--- src/isle_pkg.sv ---
// ----------------------------------------------------------------------------
// Indexed sequence list engine package
// Field widths, operation codes, controller states and the command and
// status records between the controller and the datapath.
// ----------------------------------------------------------------------------
package isle_pkg;

    localparam int OP_W   = 3;
    localparam int POS_W  = 8;
    localparam int DATA_W = 32;
    localparam int RPOS_W = 6;
    localparam int CNT_W  = 7;

    typedef enum logic [OP_W-1:0] {
        OP_INSERT       = 3'd0,
        OP_REMOVE_AT    = 3'd1,
        OP_GET          = 3'd2,
        OP_SET          = 3'd3,
        OP_FIND         = 3'd4,
        OP_COUNT        = 3'd5,
        OP_REMOVE_VALUE = 3'd6,
        OP_CLEAR        = 3'd7
    } t_op;

    typedef enum logic [3:0] {
        S_IDLE,
        S_START,
        S_PUT,
        S_UP_RD,
        S_UP_EV,
        S_GET_RD,
        S_GET_EV,
        S_DN_RD,
        S_DN_EV,
        S_SCAN_RD,
        S_SCAN_EV,
        S_DONE
    } t_state;

    typedef enum logic [2:0] {
        K_HOLD,
        K_IDX,
        K_LEN_M1,
        K_ZERO,
        K_INC,
        K_DEC
    } t_k_sel;

    typedef enum logic [1:0] {
        WR_NONE,
        WR_UP,
        WR_DOWN,
        WR_VAL
    } t_wr_sel;

    typedef enum logic [1:0] {
        LEN_HOLD,
        LEN_INC,
        LEN_DEC,
        LEN_CLR
    } t_len_op;

    typedef struct packed {
        logic    load;
        t_k_sel  k_sel;
        logic    rd;
        t_wr_sel wr_sel;
        logic    set_ok;
        logic    cap_rval;
        logic    cap_rpos;
        logic    cnt_inc;
        t_len_op len_op;
        logic    out_load;
    } t_dp_cmd;

    typedef struct packed {
        t_op  op;
        logic idx_ok;
        logic idx_eq_len;
        logic len_zero;
        logic k_at_idx;
        logic k_at_last;
        logic match;
        logic out_free;
    } t_dp_status;

endpackage

--- src/indexed_sequence_list_engine_core.sv ---
// ----------------------------------------------------------------------------
// Indexed sequence list engine core
// Ordered list of up to CAPACITY signed words with positional and
// value-based insert, remove, get, set, search, count and clear.
// ----------------------------------------------------------------------------
// A request enters on i_valid/o_stall with i_op, i_position and i_data_value.
// One result per request leaves on o_valid/i_stall and reports ok, a value,
// a position, a match count and the list length after the request.
// The block works on one request at a time. All entries sit in a single
// memory with one registered read and one write port, and every walk
// alternates a read state and an evaluate state for each entry it reads.
// Clear and any request that fails on its position or on a full list go
// straight to the result; set writes its entry; insert shifts up the
// entries from its position onward and then writes; get reads one
// entry; a search reads up to and including the match, or the whole
// list without one; count reads the whole list; a remove then also
// shifts the entries after the removed one down by one position.
// The next request is taken the cycle after its predecessor's result is
// registered, even while that result is still stalled at the output.
// A stalled result holds; a finished request waits for the output register.
// Reset empties the list and drops any result in flight. Entry contents are
// not cleared; only written entries are ever read.
// ----------------------------------------------------------------------------
module indexed_sequence_list_engine_core #(
    parameter int CAPACITY = 64
) (
    input  logic                                 i_clk,
    input  logic                                 i_rst_n,
    input  logic                                 i_valid,
    output logic                                 o_stall,
    input  logic        [isle_pkg::OP_W-1:0]     i_op,
    input  logic signed [isle_pkg::POS_W-1:0]    i_position,
    input  logic signed [isle_pkg::DATA_W-1:0]   i_data_value,
    output logic                                 o_valid,
    input  logic                                 i_stall,
    output logic                                 o_ok,
    output logic signed [isle_pkg::DATA_W-1:0]   o_result_value,
    output logic        [isle_pkg::RPOS_W-1:0]   o_result_position,
    output logic        [isle_pkg::CNT_W-1:0]    o_match_count,
    output logic        [isle_pkg::CNT_W-1:0]    o_list_length
);

    isle_pkg::t_dp_cmd    cmd;
    isle_pkg::t_dp_status status;

    isle_ctrl u_ctrl (
        .i_clk    (i_clk),
        .i_rst_n  (i_rst_n),
        .i_valid  (i_valid),
        .o_stall  (o_stall),
        .i_status (status),
        .o_cmd    (cmd)
    );

    isle_dp #(
        .CAPACITY (CAPACITY)
    ) u_dp (
        .i_clk             (i_clk),
        .i_rst_n           (i_rst_n),
        .i_cmd             (cmd),
        .o_status          (status),
        .i_op              (i_op),
        .i_position        (i_position),
        .i_data_value      (i_data_value),
        .i_stall           (i_stall),
        .o_valid           (o_valid),
        .o_ok              (o_ok),
        .o_result_value    (o_result_value),
        .o_result_position (o_result_position),
        .o_match_count     (o_match_count),
        .o_list_length     (o_list_length)
    );

endmodule

--- src/isle_ctrl.sv ---
// ----------------------------------------------------------------------------
// Indexed sequence list engine controller
// Sequences each request through resolve, scan, shift and write steps.
// ----------------------------------------------------------------------------
module isle_ctrl (
    input  logic                i_clk,
    input  logic                i_rst_n,
    input  logic                i_valid,
    output logic                o_stall,
    input  isle_pkg::t_dp_status i_status,
    output isle_pkg::t_dp_cmd    o_cmd
);

    isle_pkg::t_state r_state;
    isle_pkg::t_state n_state;

    always_ff @(posedge i_clk) begin
        if (!i_rst_n) begin
            r_state <= isle_pkg::S_IDLE;
        end else begin
            r_state <= n_state;
        end
    end

    assign o_stall = (r_state != isle_pkg::S_IDLE);

    always_comb begin
        n_state        = r_state;
        o_cmd          = '0;
        o_cmd.k_sel    = isle_pkg::K_HOLD;
        o_cmd.wr_sel   = isle_pkg::WR_NONE;
        o_cmd.len_op   = isle_pkg::LEN_HOLD;
        unique case (r_state)
            isle_pkg::S_IDLE: begin
                if (i_valid) begin
                    o_cmd.load = 1'b1;
                    n_state    = isle_pkg::S_START;
                end
            end
            isle_pkg::S_START: begin
                unique case (i_status.op) inside
                    isle_pkg::OP_INSERT: begin
                        if (!i_status.idx_ok) begin
                            n_state = isle_pkg::S_DONE;
                        end else if (i_status.idx_eq_len) begin
                            n_state = isle_pkg::S_PUT;
                        end else begin
                            o_cmd.k_sel = isle_pkg::K_LEN_M1;
                            n_state     = isle_pkg::S_UP_RD;
                        end
                    end
                    isle_pkg::OP_REMOVE_AT, isle_pkg::OP_GET: begin
                        if (!i_status.idx_ok) begin
                            n_state = isle_pkg::S_DONE;
                        end else begin
                            o_cmd.k_sel = isle_pkg::K_IDX;
                            n_state     = isle_pkg::S_GET_RD;
                        end
                    end
                    isle_pkg::OP_SET: begin
                        n_state = i_status.idx_ok ? isle_pkg::S_PUT : isle_pkg::S_DONE;
                    end
                    isle_pkg::OP_FIND, isle_pkg::OP_COUNT, isle_pkg::OP_REMOVE_VALUE: begin
                        o_cmd.set_ok = (i_status.op == isle_pkg::OP_COUNT);
                        if (i_status.len_zero) begin
                            n_state = isle_pkg::S_DONE;
                        end else begin
                            o_cmd.k_sel = isle_pkg::K_ZERO;
                            n_state     = isle_pkg::S_SCAN_RD;
                        end
                    end
                    default: begin
                        o_cmd.set_ok = 1'b1;
                        o_cmd.len_op = isle_pkg::LEN_CLR;
                        n_state      = isle_pkg::S_DONE;
                    end
                endcase
            end
            isle_pkg::S_PUT: begin
                o_cmd.wr_sel = isle_pkg::WR_VAL;
                o_cmd.set_ok = 1'b1;
                if (i_status.op == isle_pkg::OP_INSERT) begin
                    o_cmd.len_op = isle_pkg::LEN_INC;
                end
                n_state = isle_pkg::S_DONE;
            end
            isle_pkg::S_UP_RD: begin
                o_cmd.rd = 1'b1;
                n_state  = isle_pkg::S_UP_EV;
            end
            isle_pkg::S_UP_EV: begin
                o_cmd.wr_sel = isle_pkg::WR_UP;
                if (i_status.k_at_idx) begin
                    n_state = isle_pkg::S_PUT;
                end else begin
                    o_cmd.k_sel = isle_pkg::K_DEC;
                    n_state     = isle_pkg::S_UP_RD;
                end
            end
            isle_pkg::S_GET_RD: begin
                o_cmd.rd = 1'b1;
                n_state  = isle_pkg::S_GET_EV;
            end
            isle_pkg::S_GET_EV: begin
                o_cmd.cap_rval = 1'b1;
                o_cmd.set_ok   = 1'b1;
                if (i_status.op != isle_pkg::OP_REMOVE_AT) begin
                    n_state = isle_pkg::S_DONE;
                end else if (i_status.k_at_last) begin
                    o_cmd.len_op = isle_pkg::LEN_DEC;
                    n_state      = isle_pkg::S_DONE;
                end else begin
                    o_cmd.k_sel = isle_pkg::K_INC;
                    n_state     = isle_pkg::S_DN_RD;
                end
            end
            isle_pkg::S_DN_RD: begin
                o_cmd.rd = 1'b1;
                n_state  = isle_pkg::S_DN_EV;
            end
            isle_pkg::S_DN_EV: begin
                o_cmd.wr_sel = isle_pkg::WR_DOWN;
                if (i_status.k_at_last) begin
                    o_cmd.len_op = isle_pkg::LEN_DEC;
                    n_state      = isle_pkg::S_DONE;
                end else begin
                    o_cmd.k_sel = isle_pkg::K_INC;
                    n_state     = isle_pkg::S_DN_RD;
                end
            end
            isle_pkg::S_SCAN_RD: begin
                o_cmd.rd = 1'b1;
                n_state  = isle_pkg::S_SCAN_EV;
            end
            isle_pkg::S_SCAN_EV: begin
                if (i_status.op == isle_pkg::OP_COUNT) begin
                    o_cmd.cnt_inc = 1'b1;
                    if (i_status.k_at_last) begin
                        n_state = isle_pkg::S_DONE;
                    end else begin
                        o_cmd.k_sel = isle_pkg::K_INC;
                        n_state     = isle_pkg::S_SCAN_RD;
                    end
                end else if (i_status.match) begin
                    o_cmd.set_ok   = 1'b1;
                    o_cmd.cap_rpos = 1'b1;
                    if (i_status.op != isle_pkg::OP_REMOVE_VALUE) begin
                        n_state = isle_pkg::S_DONE;
                    end else if (i_status.k_at_last) begin
                        o_cmd.len_op = isle_pkg::LEN_DEC;
                        n_state      = isle_pkg::S_DONE;
                    end else begin
                        o_cmd.k_sel = isle_pkg::K_INC;
                        n_state     = isle_pkg::S_DN_RD;
                    end
                end else if (i_status.k_at_last) begin
                    n_state = isle_pkg::S_DONE;
                end else begin
                    o_cmd.k_sel = isle_pkg::K_INC;
                    n_state     = isle_pkg::S_SCAN_RD;
                end
            end
            isle_pkg::S_DONE: begin
                if (i_status.out_free) begin
                    o_cmd.out_load = 1'b1;
                    n_state        = isle_pkg::S_IDLE;
                end
            end
            default: begin
                n_state = isle_pkg::S_IDLE;
            end
        endcase
    end

endmodule

--- src/isle_dp.sv ---
// ----------------------------------------------------------------------------
// Indexed sequence list engine datapath
// Entry memory, position resolution, walk counter, comparator, result
// accumulation and the output register.
// ----------------------------------------------------------------------------
module isle_dp #(
    parameter int CAPACITY = 64
) (
    input  logic                                 i_clk,
    input  logic                                 i_rst_n,
    input  isle_pkg::t_dp_cmd                    i_cmd,
    output isle_pkg::t_dp_status                 o_status,
    input  logic        [isle_pkg::OP_W-1:0]     i_op,
    input  logic signed [isle_pkg::POS_W-1:0]    i_position,
    input  logic signed [isle_pkg::DATA_W-1:0]   i_data_value,
    input  logic                                 i_stall,
    output logic                                 o_valid,
    output logic                                 o_ok,
    output logic signed [isle_pkg::DATA_W-1:0]   o_result_value,
    output logic        [isle_pkg::RPOS_W-1:0]   o_result_position,
    output logic        [isle_pkg::CNT_W-1:0]    o_match_count,
    output logic        [isle_pkg::CNT_W-1:0]    o_list_length
);

    localparam int AW = (CAPACITY > 1) ? $clog2(CAPACITY) : 1;
    localparam int LW = $clog2(CAPACITY + 1);
    localparam int SW = ((LW > isle_pkg::POS_W) ? LW : isle_pkg::POS_W) + 2;
    localparam int PW = (AW > isle_pkg::RPOS_W) ? AW : isle_pkg::RPOS_W;
    localparam int CW = (LW > isle_pkg::CNT_W) ? LW : isle_pkg::CNT_W;
    localparam logic signed [SW-1:0] ONE_S = 1;
    localparam logic [LW-1:0] CAP_L = LW'(CAPACITY);

    logic [isle_pkg::DATA_W-1:0] r_mem [CAPACITY];

    logic [LW-1:0]               r_len;
    logic [LW-1:0]               n_len;
    isle_pkg::t_op               r_op;
    logic [isle_pkg::DATA_W-1:0] r_val;
    logic [AW-1:0]               r_idx;
    logic                        r_idx_ok;
    logic                        r_idx_eq_len;
    logic [AW-1:0]               r_k;
    logic [AW-1:0]               n_k;
    logic [isle_pkg::DATA_W-1:0] r_rdata;
    logic                        r_ok;
    logic [isle_pkg::DATA_W-1:0] r_rval;
    logic [AW-1:0]               r_rpos;
    logic [LW-1:0]               r_cnt;

    logic                        r_out_valid;
    logic                        r_out_ok;
    logic [isle_pkg::DATA_W-1:0] r_out_rval;
    logic [AW-1:0]               r_out_rpos;
    logic [LW-1:0]               r_out_cnt;
    logic [LW-1:0]               r_out_len;

    logic signed [SW-1:0] pos_s;
    logic signed [SW-1:0] len_s;
    logic signed [SW-1:0] ins_idx;
    logic signed [SW-1:0] acc_idx;
    logic signed [SW-1:0] sel_idx;
    logic                 ins_ok;
    logic                 acc_ok;
    logic                 is_insert;
    logic [LW-1:0]        len_m1;
    logic                 match;
    logic                 out_free;
    logic [PW-1:0]        rpos_ext;
    logic [CW-1:0]        cnt_ext;
    logic [CW-1:0]        len_ext;

    assign is_insert = (isle_pkg::t_op'(i_op) == isle_pkg::OP_INSERT);
    assign pos_s     = SW'(i_position);
    assign len_s     = $signed({{(SW - LW){1'b0}}, r_len});
    assign ins_idx   = (pos_s < 0) ? (pos_s + len_s + ONE_S) : pos_s;
    assign acc_idx   = (pos_s < 0) ? (pos_s + len_s) : pos_s;
    assign ins_ok    = (ins_idx >= 0) && (ins_idx <= len_s) && (r_len < CAP_L);
    assign acc_ok    = (acc_idx >= 0) && (acc_idx < len_s);
    assign sel_idx   = is_insert ? ins_idx : acc_idx;

    assign len_m1   = r_len - LW'(1);
    assign match    = (r_rdata == r_val);
    assign out_free = !r_out_valid || !i_stall;

    assign o_status.op         = r_op;
    assign o_status.idx_ok     = r_idx_ok;
    assign o_status.idx_eq_len = r_idx_eq_len;
    assign o_status.len_zero   = (r_len == '0);
    assign o_status.k_at_idx   = (r_k == r_idx);
    assign o_status.k_at_last  = (LW'(r_k) == len_m1);
    assign o_status.match      = match;
    assign o_status.out_free   = out_free;

    always_comb begin
        unique case (i_cmd.k_sel)
            isle_pkg::K_IDX:    n_k = r_idx;
            isle_pkg::K_LEN_M1: n_k = len_m1[AW-1:0];
            isle_pkg::K_ZERO:   n_k = '0;
            isle_pkg::K_INC:    n_k = r_k + AW'(1);
            isle_pkg::K_DEC:    n_k = r_k - AW'(1);
            default:            n_k = r_k;
        endcase
    end

    always_comb begin
        unique case (i_cmd.len_op)
            isle_pkg::LEN_INC: n_len = r_len + LW'(1);
            isle_pkg::LEN_DEC: n_len = len_m1;
            isle_pkg::LEN_CLR: n_len = '0;
            default:           n_len = r_len;
        endcase
    end

    always_ff @(posedge i_clk) begin
        if (!i_rst_n) begin
            r_len       <= '0;
            r_out_valid <= 1'b0;
        end else begin
            r_len <= n_len;
            if (i_cmd.out_load) begin
                r_out_valid <= 1'b1;
            end else if (!i_stall) begin
                r_out_valid <= 1'b0;
            end
        end
    end

    always_ff @(posedge i_clk) begin
        r_k <= n_k;
        if (i_cmd.load) begin
            r_op         <= isle_pkg::t_op'(i_op);
            r_val        <= i_data_value;
            r_idx        <= sel_idx[AW-1:0];
            r_idx_ok     <= is_insert ? ins_ok : acc_ok;
            r_idx_eq_len <= (ins_idx == len_s);
            r_ok         <= 1'b0;
            r_rval       <= '0;
            r_rpos       <= '0;
            r_cnt        <= '0;
        end else begin
            if (i_cmd.set_ok) begin
                r_ok <= 1'b1;
            end
            if (i_cmd.cap_rval && (r_op == isle_pkg::OP_REMOVE_AT || r_op == isle_pkg::OP_GET)) begin
                r_rval <= r_rdata;
            end
            if (i_cmd.cap_rpos) begin
                r_rpos <= r_k;
            end
            if (i_cmd.cnt_inc) begin
                r_cnt <= r_cnt + LW'(match);
            end
        end
        if (i_cmd.out_load) begin
            r_out_ok   <= r_ok;
            r_out_rval <= r_rval;
            r_out_rpos <= r_rpos;
            r_out_cnt  <= r_cnt;
            r_out_len  <= r_len;
        end
    end

    always_ff @(posedge i_clk) begin
        if (i_cmd.rd) begin
            r_rdata <= r_mem[r_k];
        end
        unique case (i_cmd.wr_sel)
            isle_pkg::WR_UP:   r_mem[r_k + AW'(1)] <= r_rdata;
            isle_pkg::WR_DOWN: r_mem[r_k - AW'(1)] <= r_rdata;
            isle_pkg::WR_VAL:  r_mem[r_idx] <= r_val;
            default: begin
            end
        endcase
    end

    assign rpos_ext = PW'(r_out_rpos);
    assign cnt_ext  = CW'(r_out_cnt);
    assign len_ext  = CW'(r_out_len);

    assign o_valid           = r_out_valid;
    assign o_ok              = r_out_ok;
    assign o_result_value    = r_out_rval;
    assign o_result_position = rpos_ext[isle_pkg::RPOS_W-1:0];
    assign o_match_count     = cnt_ext[isle_pkg::CNT_W-1:0];
    assign o_list_length     = len_ext[isle_pkg::CNT_W-1:0];

endmodule

--- config.mk ---
export PLATFORM = sky130hd
export DESIGN_NAME = indexed_sequence_list_engine_core
export DESIGN_NICKNAME = d
export VERILOG_FILES = /design/src/isle_pkg.sv /design/src/indexed_sequence_list_engine_core.sv /design/src/isle_ctrl.sv /design/src/isle_dp.sv
export SDC_FILE = /design/constraint.sdc
export NUM_CORES = 2
export LEC_CHECK = 0
export BUFFER_PORTS_ARGS = -buffer_cell sky130_fd_sc_hd__buf_2
export CAP_MARGIN = 20
export CORE_UTILIZATION = 40
export CTS_CLUSTER_SIZE = 25
export DETAILED_ROUTE_END_ITERATION = 10
export GPL_ROUTABILITY_DRIVEN = 0
export GPL_TIMING_DRIVEN = 0
export PLACE_DENSITY_LB_ADDON = 0.2
export SLEW_MARGIN = 20
export SYNTH_ARGS = -nofsm -noshare
export SYNTH_HDL_FRONTEND = slang
export SYNTH_SLANG_ARGS = --single-unit
--- constraint.sdc ---
create_clock -name i_clk -period 5.95 [get_ports i_clk]
set_input_delay 0 -clock i_clk [delete_from_list [all_inputs] [get_ports i_clk]]
set_output_delay 0 -clock i_clk [all_outputs]
set_load 0.01 [all_outputs]
==> results by group <==
Status
  – Status: complete, no violations

Floorplanning
  – Core area: between 0.2 and 0.25 sq mm
  – IO Pins: 102
  – Die X: 468 microns
  – Die ar.: 0.219 sq mm
  – Die Height: 468 microns
  – Starting Density: 40.4%
  – Row count: 170

Finish
  – Share of layout cells above drive strength 1: 31.0%
  – Final Net Count: 4462
  – Final cell count without fillers: 7414
  – Area Overhead vs Synth: 17.9%

Timing
  – Max_slew headroom: 22.2%
  – Fin Hold WS: 0.0983 ns
  – Unrepaired setup endpoints after global routing: false
  – Fin. Hold Viols: 0
  – Max Clock Freq: about 180 MHz
  – Slew Limit Fails: 0
  – Skew final: 0.0615 ns
  – Final Cycle Share: between 90% and 100%
  – Final critical-path setup slack: 0.281 ns
  – Final setup violation count: 0
  – Least-Margin Pin Slew: around 1.2 ns
  – Min cycle time layout: ~5.7 ns

Global route
  – Met3 Usage GRT: 5.10%
  – Vias in the first global route: 42.6k
  – GRT overflow: 0
  – Met1 usage: 30.8%
  – Global routing usage on met2: 34.4%
  – Antenna violations before repair: 27
  – Total GRT Usage: roughly 22%
  – Gr busiest metal: met2
  – First-pass GRT wire length: 336000 microns
  – Largest net degree at the start of global routing: 65

Worst setup path
  – Critical Path RT: approximately 6.5 ns
  – Critical Path AT: about 6.2 ns
  – WS Path Type: flip-flop to flip-flop
  – Max Fanout on Critical Path: 12
  – Worst R2R Setup Slack: 0.28 ns
  – Worst setup EP type: flip-flop
  – Beginning of the critical path: u_dp.r_k[1]
  – Worst setup SP type: flip-flop
  – Reg2Reg Launch Point: u_dp.r_k[1]

CTS
  – Longest Clk Path Bufs: 3
  – CTS sink cnt: 2240
  – Clk slew on worst S/H paths: 0.06 ns
  – CTS Buf Count: 226
  – TritonCTS clock tree: yes
  – Root Driver: clkbuf_16
  – Worst-Skew Late Latency: 0.89 ns
  – H-tree depth: 4

Logic synthesis
  – Synth area leaders: edfxtp_1 (75%), mux4_2 (17%), dfxtp_1 (1.3%)
  – Gate count after technology mapping: 3847
  – Top-count cell post-synth: edfxtp_1
  – Most used DFF post-synth: edfxtp_1
  – Mapped cell area: 0.0870 sq mm
  – Yosys cell types: 72
  – Post-synthesis net count: 3926
  – Synth async-reset ratio: 0%
  – Yosys top cell by area: edfxtp_1
  – Sequential element share of the synthesized area: 76.7%
  – Post-synth top cells: edfxtp_1 (2182), mux4_2 (672), nand2_1 (214)
  – Syn Area/Cell: 22.6 sq um
  – Number of synthesized flops with an enable pin: 2182
  – FF+latch count, synth: 2240
  – Ys Warns: 0
  – Yosys top cell area share: 75.3%

Pwr
  – Peak supply drop: 0.523 mV
  – Pwr dens: around 530 mW/mm^2
  – Pleak: 32.2 nW

Routing
  – Via count: between 40k and 50k
  – Post-DRT Antenna Nets: 0
  – Via density: 5.75
  – Avg WL per Cell: 32.4 microns
  – Final WL: 241000 microns
  – First-pass detailed-route iteration total: 6
  – Drt drc: 0
  – 1st-iter DRT viols: 5650

Worst hold path
  – Hold Startpoint: i_position[6]
  – Min-Delay Path Class: input pin to flip-flop

Placement
  – Port bufs: 101
  – Total placed cells including tap cells: 6905
  – DP HPWL: 167000 microns
  – Pre-CTS WS: -0.0467 ns

Run
  – Max-Cap Viols: 0
## flip-flops by register name, indices dropped and copies added, names as in the netlist, 3 cells and up
name,flops
u_dp.o_result_position,6
u_dp.o_match_count,7
u_dp.r_idx,6
u_dp.r_k,6
u_dp.o_result_value,32
u_dp.r_mem,2048
u_dp.r_len,7
u_dp.r_val,32
u_dp.o_list_length,7
u_dp.r_op,3
u_ctrl.r_state,4
u_dp.r_rdata,32
u_dp.r_rval,32
u_dp.r_cnt,7
u_dp.r_rpos,6
## worst max-delay path: stages, from the launching register on
cell and delay, ns:
edfxtp_1 0.36, clkbuf_1 0.23, buf_2 0.48, buf_2 0.43
buf_2 0.53, inv_1 0.09, ha_1 0.25, nor3b_1 0.17
xnor2_1 0.28, mux2i_1 0.16, mux2i_4 0.46, nor2b_1 0.31
nand2b_1 0.09, clkbuf_1 0.41, nor2_4 0.64, buf_16 0.24
buf_16 0.16
## metal layers
metal	routed length (microns)	part of all wire (%)
met5	27	0.011
met2	112000	47
met1	99200	41
met3	20800	8.6
met4	8420	3.5
## report_power, final
| group | leakage [nW] | total [mW] | switching [mW] | internal [mW] |
|---|---|---|---|---|
| Sequential | 20.1 | 21.7 | 0.455 | 21.2 |
| Combinational | 8.58 | 19.3 | 12.6 | 6.75 |
| Clock | 3.43 | 13.6 | 6.01 | 7.59 |
## cell usage in the layout, fill, tap and decap left out, drive strengths merged, types with 7 or more instances in the layout
cell type    netlist  routed
nor2b              9       9
o21ai             19      19
dlygate4sd3        0      82
nand3             14      14
bufinv             0      10
nor3              21      21
or3                7       7
edfxtp          2182    2182
a31oi              7       7
nand2            214     214
a21oi             62      62
nor2             114     114
dfxtp             58      58
clkbuf           104     396
ha                31      31
xor2              46      46
buf               86     313
mux2               9       9
mux2i             14      14
nand2b            12      12
clkinv             1      98
xnor2             27      27
a21o              10      10
clkinvlp           0       7
inv               25      30
mux4             672     672
nor4               8       8
diode              0       9
## path summary, 6_finish.rpt
kind                                                 to  cells after the start
worst max-delay path                 u_dp.r_mem[43][21]                     16
worst min-delay path                      u_dp.r_idx_ok                      7
worst max register to register       u_dp.r_mem[43][21]                     16
worst min register to register  u_dp.o_result_value[29]                      0
## cell type report
| class | instances | area [sq um] |
|---|---|---|
| antenna | 9 | 22.5 |
| buffer | 189 | 853 |
| clock buffer | 293 | 6050 |
| clock inverter | 119 | 985 |
| fill | 17494 | 113000 |
| inverter | 26 | 97.6 |
| multi-input combinational | 1391 | 20100 |
| sequential | 2240 | 66700 |
| tap | 2838 | 3550 |
| timing repair buffer | 309 | 4210 |
## kinds of logic (layout without fill, tap and decap cells)
| group | after synthesis | after routing | synth area share (%) |
|---|---|---|---|
| muxes | 695 | 695 | 17.7 |
| adders and majority gates | 32 | 32 | 0.469 |
| DFF | 2240 | 2240 | 76.7 |
| other | 0 | 9 | 0 |
| AOI/OAI and AO/OA | 162 | 162 | 1.23 |
| buffers and inverters | 216 | 936 | 1.07 |
| xor gates and xnor gates | 73 | 73 | 0.735 |
| and+or+nand+nor | 429 | 429 | 2.15 |
## metrics by stage
step | power (mW) | setup TNS, ns | area, sq um | util [%]
2_1_floorplan | 32.0 | 0 | 87000 | -
3_3_place_gp | 40.3 | -4489.83 | 91000 | 42.3
3_5_place_dp | 41.3 | -3.27 | 94600 | 43.9
4_1_cts | 54.9 | 0 | 102000 | 47.6
5_1_grt | 56.2 | 0 | 103000 | 47.6
6_report | 54.6 | 0 | 103000 | 47.6
## what timing repair did
action                     4_1_cts  5_1_grt
setup buffers                    0        5
pin swaps                        0        4
hold buffers                    82        0
resized for setup                0        1
setup endpoints to repair       47       45
hold endpoints to repair       125        0
No activity file was read; power rests on OpenSTA's default activity.
